--- config.mk ---
export PLATFORM = sky130hd
export DESIGN_NAME = cau_front
export DESIGN_NICKNAME = d
export VERILOG_FILES = /design/src/sv/cau_pkg.sv /design/src/sv/cau_front.sv
export VERILOG_INCLUDE_DIRS = /design/src /design/src/sv
export SDC_FILE = /design/constraint.sdc
export NUM_CORES = 1
export LEC_CHECK = 0
export ABC_AREA = 1
export BUFFER_PORTS_ARGS = -buffer_cell sky130_fd_sc_hd__buf_4
export CAP_MARGIN = 0
export CORE_MARGIN = 10
export CORE_UTILIZATION = 40
export DETAILED_ROUTE_END_ITERATION = 10
export GPL_TIMING_DRIVEN = 0
export HOLD_SLACK_MARGIN = 0.03
export PLACE_DENSITY_LB_ADDON = 0.2
export SLEW_MARGIN = 20
export SYNTH_ARGS = -nofsm -noshare
export SYNTH_HDL_FRONTEND = slang
export SYNTH_SLANG_ARGS = --single-unit
--- constraint.sdc ---
create_clock -name i_clk -period 4.1 [get_ports i_clk]
set_input_delay 0.205 -clock i_clk [delete_from_list [all_inputs] [get_ports i_clk]]
set_output_delay 0.205 -clock i_clk [all_outputs]
set_load 0.005 [all_outputs]
--- src/sv/assert_macros.svh ---
// assertion helpers, empty for synthesis
`ifndef ASSERT_MACROS_SVH
`define ASSERT_MACROS_SVH
`ifndef SYNTHESIS
`define ASSERT_CLK(label, clk, rst_n, prop, msg) \
    label: assert property (@(posedge clk) disable iff (!rst_n) (prop)) else $error(msg);
`define ASSERT_CLK_RST(label, clk, prop, msg) \
    label: assert property (@(posedge clk) (prop)) else $error(msg);
`else
`define ASSERT_CLK(label, clk, rst_n, prop, msg)
`define ASSERT_CLK_RST(label, clk, prop, msg)
`endif
`endif

--- src/sv/cau_pkg.sv ---
package cau_pkg;
    localparam logic [1:0] ACT_ADD = 2'd0;
    localparam logic [1:0] ACT_SUB = 2'd1;
    localparam logic [1:0] ACT_MUL = 2'd2;
    localparam logic [1:0] ACT_DIV = 2'd3;

    localparam int PROD_W = 33;
    localparam int DEN_W  = 32;

    // classified item handed from front to back
    typedef struct packed {
        logic [1:0]         action;
        logic signed [15:0] a_re;
        logic signed [15:0] a_im;
        logic signed [15:0] b_re;
        logic signed [15:0] b_im;
    } t_item;
endpackage

--- src/sv/cau_front.sv ---
`include "assert_macros.svh"
module cau_front #(
    parameter int DEPTH_LOG2 = 1
) (
    input  logic            i_clk,
    input  logic            i_rst_n,
    input  logic            i_valid,
    output logic            o_stall,
    input  cau_pkg::t_item  i_item,
    output logic            o_valid,
    input  logic            i_stall,
    output cau_pkg::t_item  o_item
);
    import cau_pkg::*;

    localparam int DEPTH = 1 << DEPTH_LOG2;

    t_item                 r_mem [DEPTH];
    logic [DEPTH_LOG2-1:0] r_wr, r_rd;
    logic [DEPTH_LOG2:0]   r_cnt, n_cnt;
    logic                  push, pop;

    assign o_stall = (r_cnt == (DEPTH_LOG2+1)'(DEPTH));
    assign o_valid = (r_cnt != '0);
    assign push    = i_valid && !o_stall;
    assign pop     = o_valid && !i_stall;
    assign o_item  = r_mem[r_rd];

    always_comb begin
        n_cnt = r_cnt;
        if (push && !pop) n_cnt = r_cnt + 1'b1;
        else if (pop && !push) n_cnt = r_cnt - 1'b1;
    end

    always_ff @(posedge i_clk) begin
        if (push) r_mem[r_wr] <= i_item;
    end

    always_ff @(posedge i_clk) begin
        if (!i_rst_n) begin
            r_wr  <= '0;
            r_rd  <= '0;
            r_cnt <= '0;
        end else begin
            if (push) r_wr <= r_wr + 1'b1;
            if (pop)  r_rd <= r_rd + 1'b1;
            r_cnt <= n_cnt;
        end
    end

    `ASSERT_CLK(a_cnt_range, i_clk, i_rst_n, r_cnt <= (DEPTH_LOG2+1)'(DEPTH), "queue count past depth")
    `ASSERT_CLK(a_cnt_track, i_clk, i_rst_n, (push && !pop) |=> (r_cnt == $past(r_cnt) + 1'b1), "queue count lost a push")
    `ASSERT_CLK_RST(a_rst_empty, i_clk, !i_rst_n |=> !o_valid, "queue not empty after reset")
endmodule

==> results by group <==
Timing
  • Max_slew headroom: 50.3%
  • RSZ-0062 raised after global routing: no
  • Final Max Tran Viols: 0
  • Final min period: 2.03 ns
  • Final Hold Viols: 0
  • Clock Skew: 0.00495 ns
  • Setup Total Neg Slack: 0 ns
  • FMAX: 493 MHz
  • Slew of the pin with the lowest slew margin: 0.744 ns
  • Final setup violation count: 0
  • Period utilization: 49.5%
  • Final setup margin: 2.07 ns

Route
  • Post-Route WL: 10900 um
  • WL/cell: between 15 and 20 um
  • DRT antenna net count: 0
  • DRC errors left: 0
  • DR iter-0 viols: 95
  • Vias per inst: 4.47
  • Vias: 2927
  • DRT Pass-1 Iters: 4

Synth
  • Syn avg cell area: 21.3 sq um
  • Syn Inst Count: 242
  • Distinct cells, synth: 15
  • Post-synthesis cell area: 0.00516 sq mm
  • Synth Net Count: 313
  • Post-synth top area share: 76.8%
  • Yosys warnings: 0
  • #FFs+latches synth: 137
  • Synth area leader: edfxtp_1
  • Synth top area cells: edfxtp_1 (77%), mux2_4 (12%), mux2_2 (5.7%), dfxtp_1 (1.9%), buf_6 (1.1%)
  • Sequential area share after synthesis: approximately four fifths

Clocking
  • Worst-skew pair later-pin latency: 0.41 ns
  • Clock Path Buffers: 2
  • CTS buffer count: 17
  • Clock transition at the registers of the reported paths: about 0.05 ns
  • Clock Root Buffer: clkbuf_16
  • # clock sinks: 137
  • Max H-tree Level: 4
  • # Post-CTS Setup Buffers: 0
  • CTS tree: yes

Final layout
  • Share of layout cells above drive strength 1: 50.0%
  • Nets@finish: 540
  • Area Growth Syn to Fin: 50.5%
  • Fin area: 0.00777 sq mm
  • Post-route insts no fill: around 660
  • Fillers: 990

Setup path
  • Arr. time, crit path: 2.14 ns
  • Critical path type: register to register
  • Delay-heaviest family, CP: simple AND/OR/NAND/NOR gates
  • Critical Path Max Stage Delay: approximately 0.63 ns
  • CP dominant cell by count: buf_12
  • Slowest cell on the critical path: nor2_4
  • Top fanout value on the critical path: 23
  • Buffers & Inverters on Critical Path: 3
  • Crit path capture type: register
  • Worst Path Required: 4.21 ns
  • R2r setup slk: 2.07 ns
  • Crit-path cells: inv_1 > o21ai_1 > nor2_4 > buf_12 > buf_12
  • Worst setup SP type: register

Floorplanning
  • Vert. Die Dim: 134 um
  • Row cnt: 41
  • Boundary Pins: 138
  • Die Area: around 0.018 sq mm
  • Area of the core: around 0.013 sq mm
  • Initial core utilization: 40.9%
  • Die X: 134 um

Power and ir drop
  • Clock share of power: 33.2%
  • Sequential Power Share: roughly two fifths
  • Combinational power share: roughly 26%
  • Switching Power: 1.04 mW
  • Int Power: 3.38 mW
  • Leak pwr: 3.05 nW
  • Pwr Total: 4.42 mW
  • Peak VDD IR: 0.290 mV
  • Switching fraction of total power: roughly a quarter
  • Pwr Density: roughly 570 mW/mm^2

Placed design
  • Post-detail-place hpwl: 7240 um
  • Cells after DPL: 556
  • Worst slack, placed: 2.03 ns
  • Gpl congestion: 0.715
  • Port Buf Inserts: 137
  • Post-DP Area: 0.00654 sq mm

Global route
  • Grt ovf: 0
  • Pin count of the biggest net entering global routing: 24
  • Vias in the first global route: 3373
  • Total track usage: 12.4%
  • Initial antenna violation count: 1
  • First-pass GRT wire length: 17100 um

Flow run
  • Max-Cap Viols: 0

Outcome
  • Status: finished clean

Worst hold path
  • Min-delay worst type: input pin to register
## per-layer routing
layer | wire (um) | vias up | track usage [%] | part of all wire [%]
met5 | 0 | - | 0 | 0
met4 | 206 | 0 | 5.62 | 1.9
met3 | 827 | 21 | 5.79 | 7.6
met2 | 5590 | 100 | 21.1 | 51
met1 | 4290 | 1409 | 12.7 | 39
li1 | - | 1397 | - | -
## final cells by class
| type | count | area [sq um] | share of cell area (%) |
|---|---|---|---|
| Clock inverter | 11 | 129 | 1.66 |
| Sequential cell | 137 | 4060 | 52.3 |
| Antenna cell | 1 | 2.50 | 0.0322 |
| Inverter | 8 | 30.0 | 0.387 |
| Timing Repair Buffer | 208 | 1800 | 23.2 |
| Buffer | 7 | 66.3 | 0.854 |
| Tap cell | 172 | 215 | 2.77 |
| Clock buffer | 21 | 440 | 5.67 |
| Multi-Input combinational cell | 90 | 1020 | 13.1 |
## cell usage after synthesis
master,instances
edfxtp_1,132
nor2_1,9
mux2_4,40
o21ai_0,2
dfxtp_1,5
ha_1,1
buf_2,2
nand3_1,1
inv_1,8
buf_6,5
nand4_1,1
a21oi_1,2
o21ai_1,1
mux2_2,26
nand2_1,7
## kinds of logic after synthesis
| logic type | share of synthesized area, % |
|---|---|
| adder cells (fa/ha/maj) | 0.242 |
| AND/OR/NAND/NOR | 1.38 |
| flip-flops | 78.7 |
| AO/OA/AOI/OAI | 0.485 |
| multiplexers | 17.3 |
| buffers and inverters | 1.87 |
## placed cells by master (no fill, tap or decap), types with 5 or more instances in the layout
cell type,count
mux2_2,26
clkbuf_16,17
nor2_1,7
mux2_4,40
nand2_1,7
dfxtp_1,5
edfxtp_1,132
inv_1,8
buf_6,5
buf_4,137
dlygate4sd3_1,66
## registers in the layout (all words and copies together), names as in the netlist, named ones only
signal / flops
r_cnt: 2
r_mem: 132
r_rd: 1
r_wr: 1
## power groups by stage
stage	Clock (mW)	Sequential (mW)	Combinational [mW]
after floorplan	0	1.85	0.560
after global placement	0	1.88	1.03
after detailed placement	0	1.85	1.11
after CTS	1.50	1.82	1.16
after global routing	1.56	1.84	1.23
final	1.47	1.82	1.13
## through the flow
step                      hold slack [ns]  utilization (%)
after floorplan                     0.304                -
after global placement              0.390             50.8
after detailed placement            0.393             51.8
after CTS                          0.0413             61.5
after global routing               0.0628             61.6
final                              0.0587             61.6
## path summary, 6_finish.rpt
check                              start          end  cells after the start
worst min register to register      r_rd     register                      2
worst min-delay path             i_rst_n     r_cnt[1]                      3
worst max-delay path            r_cnt[1]  r_mem[1][8]                      5
worst max register to register  r_cnt[1]  r_mem[1][8]                      5
## worst min-delay path, cell delays in order
cell	delay [ns]
buf_4	0.10
nand2_1	0.05
nor2_1	0.07
## repair_timing
action,CTS,global route
hold endpoints to repair,132,0
hold buffers,66,0
setup endpoints to repair,0,0
resized for setup,0,0
Note: power is estimated with default switching activity, not from simulation.
